`src/rtl/core/ffcsa_pkg.sv`:
```
// Shared types and constants of the first-fit contiguous slot allocator.
package ffcsa_pkg;

   localparam int FIELD_W  = 11;
   localparam int ROW_BITS = 8;
   localparam int ROW_SH   = 3;

   localparam logic REQ_ALLOC   = 1'b0;
   localparam logic REQ_RELEASE = 1'b1;

   localparam logic ST_OK      = 1'b0;
   localparam logic ST_NO_ROOM = 1'b1;

   typedef struct packed {
      logic load;
      logic read;
      logic eval;
      logic write;
   } ffcsa_cmd_type;

   typedef struct packed {
      logic is_release;
      logic alloc_zero;
      logic rel_empty;
      logic found;
      logic last_row;
      logic paint_last;
   } ffcsa_stat_type;

endpackage

```
`src/rtl/core/ffcsa_datapath.sv`:
```
// Datapath: slot bitmap memory, run scanner, range painter and result registers.
module ffcsa_datapath import ffcsa_pkg::*; #(
   parameter int MAX_SLOTS = 1024
) (
   input  logic                clock,
   input  logic                reset,
   input  logic                csr_we,
   input  logic [FIELD_W-1:0]  csr_wdata,
   input  logic                req_type,
   input  logic [FIELD_W-1:0]  req_start_slot,
   input  logic [FIELD_W-1:0]  req_run_length,
   input  ffcsa_cmd_type       cmd,
   output ffcsa_stat_type      stat,
   output logic                rsp_status,
   output logic [FIELD_W-1:0]  rsp_granted_start
);

   localparam int ROW_COUNT   = (MAX_SLOTS + ROW_BITS - 1) / ROW_BITS;
   localparam int ROW_W       = (ROW_COUNT > 1) ? $clog2(ROW_COUNT) : 1;
   localparam int SLOT_W      = $clog2(MAX_SLOTS + 1);
   localparam int WW          = ((SLOT_W > FIELD_W) ? SLOT_W : FIELD_W) + 1;
   localparam int RESET_COUNT = (MAX_SLOTS < 1024) ? MAX_SLOTS : 1024;

   // A set bit marks a used slot; bit b of row r is slot 8r+b+1.
   logic [ROW_BITS-1:0] row_mem [ROW_COUNT];
   logic [ROW_COUNT-1:0] valid_ff;
   logic [ROW_BITS-1:0] rd_row_ff;
   logic                rd_valid_ff;

   logic [WW-1:0]    count_ff, count_in;
   logic [ROW_W-1:0] row_ff;
   logic [WW-1:0]    len_ff, run_ff, run_start_ff, lo_ff, hi_ff, granted_ff;
   logic             used_ff, status_ff;

   logic [ROW_BITS-1:0] row_eff, wr_row;
   logic [WW-1:0]       base;
   logic [WW-1:0]       ev_run, ev_start, ev_first;
   logic                ev_found;
   logic [WW-1:0]       rq_start, rq_len, rel_lo, rel_hi;
   logic [WW-1:0]       wdata_ext;

   function automatic logic [ROW_W-1:0] row_of(input logic [WW-1:0] slot);
      logic [WW-1:0] t;
      t = slot - WW'(1);
      return t[ROW_W+ROW_SH-1:ROW_SH];
   endfunction

   assign rq_start  = WW'(req_start_slot);
   assign rq_len    = WW'(req_run_length);
   assign wdata_ext = WW'(csr_wdata);

   always_comb begin
      if (wdata_ext == '0) begin
         count_in = WW'(1);
      end else if (wdata_ext > WW'(MAX_SLOTS)) begin
         count_in = WW'(MAX_SLOTS);
      end else begin
         count_in = wdata_ext;
      end
   end

   always_comb begin
      rel_lo = (rq_start == '0) ? WW'(1) : rq_start;
      rel_hi = rq_start + rq_len - WW'(1);
      if (rel_hi > count_ff) begin
         rel_hi = count_ff;
      end
   end

   assign row_eff = rd_valid_ff ? rd_row_ff : '0;
   assign base    = WW'({row_ff, {ROW_SH{1'b0}}});

   // Run search over the eight slots of one row, carrying the run across rows.
   always_comb begin
      logic [WW-1:0] slot;
      logic          free;
      ev_run   = run_ff;
      ev_start = run_start_ff;
      ev_found = 1'b0;
      ev_first = '0;
      for (int b = 0; b < ROW_BITS; b++) begin
         slot = base + WW'(b + 1);
         free = (slot <= count_ff) && !row_eff[b];
         if (!ev_found) begin
            if (free) begin
               if (ev_run == '0) begin
                  ev_start = slot;
               end
               ev_run = ev_run + WW'(1);
               if (ev_run == len_ff) begin
                  ev_found = 1'b1;
                  ev_first = ev_start;
               end
            end else begin
               ev_run = '0;
            end
         end
      end
   end

   always_comb begin
      logic [WW-1:0] slot;
      wr_row = row_eff;
      for (int b = 0; b < ROW_BITS; b++) begin
         slot = base + WW'(b + 1);
         if (slot >= lo_ff && slot <= hi_ff) begin
            wr_row[b] = used_ff;
         end
      end
   end

   always_comb begin
      stat.is_release = (req_type == REQ_RELEASE);
      stat.alloc_zero = (rq_len == '0);
      stat.rel_empty  = (rq_len == '0) || (rel_lo > rel_hi);
      stat.found      = ev_found;
      stat.last_row   = (row_ff == row_of(count_ff));
      stat.paint_last = (row_ff == row_of(hi_ff));
   end

   always_ff @(posedge clock) begin
      if (cmd.write) begin
         row_mem[row_ff] <= wr_row;
      end
      if (cmd.read) begin
         rd_row_ff <= row_mem[row_ff];
      end
   end

   always_ff @(posedge clock) begin
      if (reset) begin
         valid_ff    <= '0;
         rd_valid_ff <= 1'b0;
         count_ff    <= WW'(RESET_COUNT);
      end else begin
         if (csr_we) begin
            valid_ff <= '0;
            count_ff <= count_in;
         end else if (cmd.write) begin
            valid_ff[row_ff] <= 1'b1;
         end
         if (cmd.read) begin
            rd_valid_ff <= valid_ff[row_ff];
         end
      end
   end

   always_ff @(posedge clock) begin
      if (cmd.load) begin
         len_ff       <= rq_len;
         run_ff       <= '0;
         run_start_ff <= '0;
         granted_ff   <= '0;
         status_ff    <= (req_type == REQ_ALLOC && rq_len == '0) ? ST_NO_ROOM : ST_OK;
         if (req_type == REQ_RELEASE) begin
            lo_ff   <= rel_lo;
            hi_ff   <= rel_hi;
            used_ff <= 1'b0;
            row_ff  <= row_of(rel_lo);
         end else begin
            row_ff <= '0;
         end
      end else if (cmd.eval) begin
         run_ff       <= ev_run;
         run_start_ff <= ev_start;
         if (ev_found) begin
            lo_ff      <= ev_first;
            hi_ff      <= ev_first + len_ff - WW'(1);
            used_ff    <= 1'b1;
            granted_ff <= ev_first;
            row_ff     <= row_of(ev_first);
         end else if (stat.last_row) begin
            status_ff <= ST_NO_ROOM;
         end else begin
            row_ff <= row_ff + ROW_W'(1);
         end
      end else if (cmd.write) begin
         row_ff <= row_ff + ROW_W'(1);
      end
   end

   assign rsp_status        = status_ff;
   assign rsp_granted_start = granted_ff[FIELD_W-1:0];

endmodule

```
`src/rtl/core/ffcsa_ctrl.sv`:
```
// Controller: sequences the row scan and the read-modify-write paint of each request.
module ffcsa_ctrl import ffcsa_pkg::*; (
   input  logic           clock,
   input  logic           reset,
   input  logic           start,
   input  ffcsa_stat_type stat,
   output ffcsa_cmd_type  cmd,
   output logic           busy,
   output logic           rsp_strobe
);

   typedef enum logic [2:0] {
      S_IDLE,
      S_SCAN_RD,
      S_SCAN_EV,
      S_PAINT_RD,
      S_PAINT_WR
   } state_type;

   state_type state_ff;
   logic      strobe_ff;

   always_comb begin
      cmd.load  = (state_ff == S_IDLE) && start;
      cmd.read  = (state_ff == S_SCAN_RD) || (state_ff == S_PAINT_RD);
      cmd.eval  = (state_ff == S_SCAN_EV);
      cmd.write = (state_ff == S_PAINT_WR);
   end

   always_ff @(posedge clock) begin
      if (reset) begin
         state_ff  <= S_IDLE;
         strobe_ff <= 1'b0;
      end else begin
         strobe_ff <= 1'b0;
         case (state_ff)
            S_IDLE: begin
               if (start) begin
                  if (stat.is_release) begin
                     if (stat.rel_empty) begin
                        strobe_ff <= 1'b1;
                     end else begin
                        state_ff <= S_PAINT_RD;
                     end
                  end else if (stat.alloc_zero) begin
                     strobe_ff <= 1'b1;
                  end else begin
                     state_ff <= S_SCAN_RD;
                  end
               end
            end
            S_SCAN_RD: begin
               state_ff <= S_SCAN_EV;
            end
            S_SCAN_EV: begin
               if (stat.found) begin
                  state_ff <= S_PAINT_RD;
               end else if (stat.last_row) begin
                  state_ff  <= S_IDLE;
                  strobe_ff <= 1'b1;
               end else begin
                  state_ff <= S_SCAN_RD;
               end
            end
            S_PAINT_RD: begin
               state_ff <= S_PAINT_WR;
            end
            S_PAINT_WR: begin
               if (stat.paint_last) begin
                  state_ff  <= S_IDLE;
                  strobe_ff <= 1'b1;
               end else begin
                  state_ff <= S_PAINT_RD;
               end
            end
            default: begin
               state_ff <= S_IDLE;
            end
         endcase
      end
   end

   assign busy       = (state_ff != S_IDLE);
   assign rsp_strobe = strobe_ff;

endmodule

```
`src/rtl/core/first_fit_contiguous_slot_allocator.sv`:
```
// Top level of the first-fit contiguous slot allocator.
//
//   channel  ports                                              transfer
//   request  start, busy, req_type, req_start_slot, req_run_length  start && !busy
//   result   rsp_strobe, rsp_status, rsp_granted_start           rsp_strobe
//   config   csr_we, csr_wdata                                   csr_we
//
// Slots live in a bitmap memory of eight slots per row. An allocate scans rows until
// the run completes or the last row is done, then paints the rows of the run; a
// release only paints rows. Each row costs one read and then one evaluation or
// write through the single memory port; a request with no slots to touch skips both.
// Reset and slot-count writes clear all row valid bits at once, so no sweep runs.
// The result is shown for one cycle; the receiver cannot stall it.
module first_fit_contiguous_slot_allocator import ffcsa_pkg::*; #(
   parameter int MAX_SLOTS = 1024
) (
   input  logic               clock,
   input  logic               reset,
   input  logic               start,
   output logic               busy,
   input  logic               req_type,
   input  logic [FIELD_W-1:0] req_start_slot,
   input  logic [FIELD_W-1:0] req_run_length,
   output logic               rsp_strobe,
   output logic               rsp_status,
   output logic [FIELD_W-1:0] rsp_granted_start,
   input  logic               csr_we,
   input  logic [FIELD_W-1:0] csr_wdata
);

   ffcsa_cmd_type  cmd;
   ffcsa_stat_type stat;

   ffcsa_ctrl u_ctrl (
      .clock      (clock),
      .reset      (reset),
      .start      (start),
      .stat       (stat),
      .cmd        (cmd),
      .busy       (busy),
      .rsp_strobe (rsp_strobe)
   );

   ffcsa_datapath #(
      .MAX_SLOTS (MAX_SLOTS)
   ) u_datapath (
      .clock             (clock),
      .reset             (reset),
      .csr_we            (csr_we),
      .csr_wdata         (csr_wdata),
      .req_type          (req_type),
      .req_start_slot    (req_start_slot),
      .req_run_length    (req_run_length),
      .cmd               (cmd),
      .stat              (stat),
      .rsp_status        (rsp_status),
      .rsp_granted_start (rsp_granted_start)
   );

endmodule

```
`config.mk`:
```
export PLATFORM = sky130hd
export DESIGN_NAME = first_fit_contiguous_slot_allocator
export DESIGN_NICKNAME = d
export VERILOG_FILES = /design/src/rtl/core/ffcsa_pkg.sv /design/src/rtl/core/ffcsa_datapath.sv /design/src/rtl/core/ffcsa_ctrl.sv /design/src/rtl/core/first_fit_contiguous_slot_allocator.sv
export SDC_FILE = /design/constraint.sdc
export NUM_CORES = 2
export LEC_CHECK = 0
export BUFFER_PORTS_ARGS = -buffer_cell sky130_fd_sc_hd__buf_2
export CORE_MARGIN = 2
export CORE_UTILIZATION = 45
export CTS_CLUSTER_DIAMETER = 60
export DETAILED_ROUTE_END_ITERATION = 10
export PLACE_DENSITY = 0.61
export SLEW_MARGIN = 5
export SYNTH_ARGS = -nofsm -noshare
export SYNTH_HDL_FRONTEND = slang
export SYNTH_SLANG_ARGS = --single-unit
```
`constraint.sdc`:
```
create_clock -name clock -period 16.87 [get_ports clock]
set_input_delay 3.374 -clock clock [delete_from_list [all_inputs] [get_ports clock]]
set_output_delay 3.374 -clock clock [all_outputs]
set_load 0.05 [all_outputs]
```
==> impl_results.md <==
- LEAKAGE: 22.2 nW
- Critical Path Source Type: flip-flop
- Largest cells by area after synthesis: edfxtp_1, dfxtp_1, a22oi_1
- CP Class: flip-flop to flip-flop
- Cells after DPL: 6,554
- H-tree Lvls: 4
- Fmax: 63.2 MHz
- Slew headroom: 18.1%
- Syn_nets: 5,107
- Pwr/cell area: 182 nW/um^2
- Final Net Count: 5,090
- Final setup TNS: 0 ns
- Hpwl dp: 126,000 um
- Io pins: 52
- CTS tree: yes
- Crit Path Max Fanout: 16
- Max Slew Vio Count: 0
- Total global-route track usage: 28.3%
- Min Clock Period, post-route: 15.83 ns
- Setup WS post-layout: 1.04 ns
- Endpoints failing setup: 0
- Die Y: 370 um
- MaxCap Viol Count: 0
- Vias in the first global route: 42.1k
- Yosys warning total: 0
- FP Rows: 134
- Actual slew at the worst max-slew pin: 1.23 ns
- Setup Skew: 0.0336 ns
- Cells after synthesis: 4,939
- Crit-path max cell delay: 0.68 ns
- Pin count of the biggest net entering global routing: 113
- Core area: 133,000 um^2
- Worst min path class: flip-flop to flip-flop
- DRC Markers: 0
- First-pass GRT wire length: 289,000 um
- PortBufs: 51
- Post-Route WL: 197,000 um
- Grt total ovfl: 0
- Top cell by count, worst path: a21oi_1
- Clock root buffer: clkbuf_16
- Post-DR wirelength/cell: 29.0 um
- Worst Setup End Kind: flip-flop
- Util after Layout: 50.2%
- Initial DRC count: 5,091
- Initial antenna violation count: 2
- Synthesized area per cell: 12.2 um^2
- R2R setup slack: 1.04 ns
- Synthesized area: 60,200 um^2
- Register area share after synthesis: 59.7%
- CTS Buffer Depth: 3
- WP data arrival: 16.33 ns
- CP required: 17.37 ns
- CTS buffer count: 134
- VDD IR max: 0.110 mV
- Yosys cell types: 140
- Top-area cell type share of the netlist area: 53.7%
- Via count: 44.3k
- Setup WS pre-CTS: 0.688 ns
- Fill cells: 11.7k
- Fin. Hold Viols: 0
- Run status: finished, final reports clean
- Critical path's slowest cell: dfxtp_1
- Finished Layout Cells: 6,800
- Top FF cell, synth: edfxtp_1
- Post-synthesis register bit count: 1,255
- RSZ-0062 raised after global routing: false
- Via density: 6.52
- Layout area overhead: 11.0%
- First-pass iteration count of the detailed router: 9
- Hold-fix buffers, CTS: 0
- Design Power: 0.0121 W
- Post-DRT Antenna Nets: 0
- Buf/Inv on CP: 8
- Crit-path leading delay family: simple AND/OR/NAND/NOR gates
- Share of cells above drive strength 1: 10.5%
- Initial Util: 45.2%
- Clock input transition at the sequential cells of the worst setup and hold paths: 0.06 ns
- FFs w/ async S/R, synth: 0%
- Die width: 370 um
- Placer congestion estimate: 0.957
- CTS Sinks: 1,255
- Final Cycle Share: 93.9%
- EDFF count, synth: 1,076
- Die area: 137,000 um^2
- Skew-Pair Late Insertion Delay: 0.77 ns
- Largest area contributor in the netlist: edfxtp_1
[power by group]
part           internal, W  leakage [nW]  switching, W
combinational      0.00177          8.70       0.00380
sequential         0.00360          11.4     0.0000948
clock              0.00164          2.10       0.00124
total              0.00701          22.2       0.00514
[layout by cell type, fill, tap and decap left out, types with 34 or more instances in the layout]
cell type and n:
a22o_1 86, a221oi_1 91, nand2_1 215, nor4_1 41, a21oi_1 178, ha_1 126
a31oi_1 76, mux2i_1 58, nor2b_1 37, buf_2 51, nand3_1 102, buf_4 117
inv_1 153, clkbuf_1 48, nand4_1 168, a211oi_1 34, nor3_1 86, dfxtp_1 179
a22oi_1 431, nor2_1 344, xnor2_1 125, edfxtp_1 1076, o211ai_1 55, o21ai_0 178
o21a_1 147, clkbuf_16 138
[per-stage QoR]
step / hold slack (ns) / area, um^2
5_1_grt: 0.467 / 66800
2_1_floorplan: 0.431 / 60200
3_5_place_dp: 0.446 / 62500
4_1_cts: 0.454 / 66800
3_3_place_gp: 0.443 / 62500
6_report: 0.452 / 66800
[cell type report]
| cell class | count | area (um^2) | share of cell area [%] |
|---|---|---|---|
| flip-flops and latches | 1255 | 35900 | 53.7 |
| multi-input cells | 3196 | 22500 | 33.7 |
| clock buffers | 200 | 3830 | 5.73 |
| well taps | 1768 | 2210 | 3.31 |
| repair buffers | 173 | 1230 | 1.85 |
| inverters | 162 | 608 | 0.910 |
| clock inverters | 45 | 488 | 0.731 |
| diodes | 1 | 2.50 | 0.00375 |
[logic make-up (layout without fill, tap and decap cells)]
kind of cell	count (synthesis)	count (layout)	share of synthesized area, %
fa+ha+maj	130	130	2.73
mux	84	84	1.59
flops	1255	1255	59.7
other cells	0	1	0
buf+inv	488	580	3.23
compound gates	1568	1568	19.1
xor+xnor	166	166	2.66
simple gates	1248	1248	11.0
[final timing paths]
path	end	from	cells after the start
min	u_datapath.granted_ff[7]$_SDFFE_PP0P_	u_datapath.granted_ff[7]$_SDFFE_PP0P_	2
min reg2reg	u_datapath.granted_ff[7]$_SDFFE_PP0P_	u_datapath.granted_ff[7]$_SDFFE_PP0P_	2
max	u_datapath.hi_ff[11]$_DFFE_PP_	u_datapath.run_ff[0]$_SDFFE_PP0P_	64
max reg2reg	u_datapath.hi_ff[11]$_DFFE_PP_	u_datapath.run_ff[0]$_SDFFE_PP0P_	64
[worst reg2reg max path, delay by kind of cell, from the launching register on]
family                   cells  cell delay (ns)
AND/OR/NAND/NOR             27             7.04
flip-flops                   1             0.68
buffers and inverters        8             1.03
adder cells (fa/ha/maj)      7             2.13
AO/OA/AOI/OAI               16             3.14
multiplexers                 1             0.39
XOR/XNOR                     5             1.13
[repair_timing]
| action | CTS | global route |
|---|---|---|
| setup endpoints to repair | 0 | 6 |
| resized for setup | 0 | 6 |
| buffers inserted | 0 | 0 |
[synthesized netlist by cell type (all sizes together) (94+ instances only)]
| cell type | count |
|---|---|
| nand2 | 219 |
| dfxtp | 179 |
| a21oi | 183 |
| o21a | 147 |
| nor2 | 350 |
| nand3 | 104 |
| nor3 | 98 |
| inv | 156 |
| clkbuf | 242 |
| a22oi | 432 |
| o21ai | 208 |
| nand4 | 172 |
| ha | 128 |
| a221oi | 94 |
| edfxtp | 1076 |
| xnor2 | 128 |
[registers in the layout (all words and copies together), names as in the netlist, 3 cells and up]
signal / cells
u_ctrl.state_ff: 3
u_datapath.hi_ff: 12
u_datapath.valid_ff: 128
u_datapath.row_mem: 1024
u_datapath.count_ff: 11
u_datapath.len_ff: 11
u_datapath.run_ff: 12
u_datapath.lo_ff: 12
u_datapath.rd_row_ff: 8
u_datapath.granted_ff: 11
u_datapath.run_start_ff: 12
u_datapath.row_ff: 7
[layer usage]
| layer | track usage [%] | part of all wire, % | vias to the layer above |
|---|---|---|---|
| met4 | 11.4 | 3.9 | 4 |
| li1 | - | - | 19500 |
| met3 | 4.07 | 7.8 | 392 |
| met1 | 39.9 | 42 | 22200 |
| met2 | 44.1 | 46 | 2238 |
| met5 | 0 | 0.015 | - |
(Power assumes the default switching activity.)
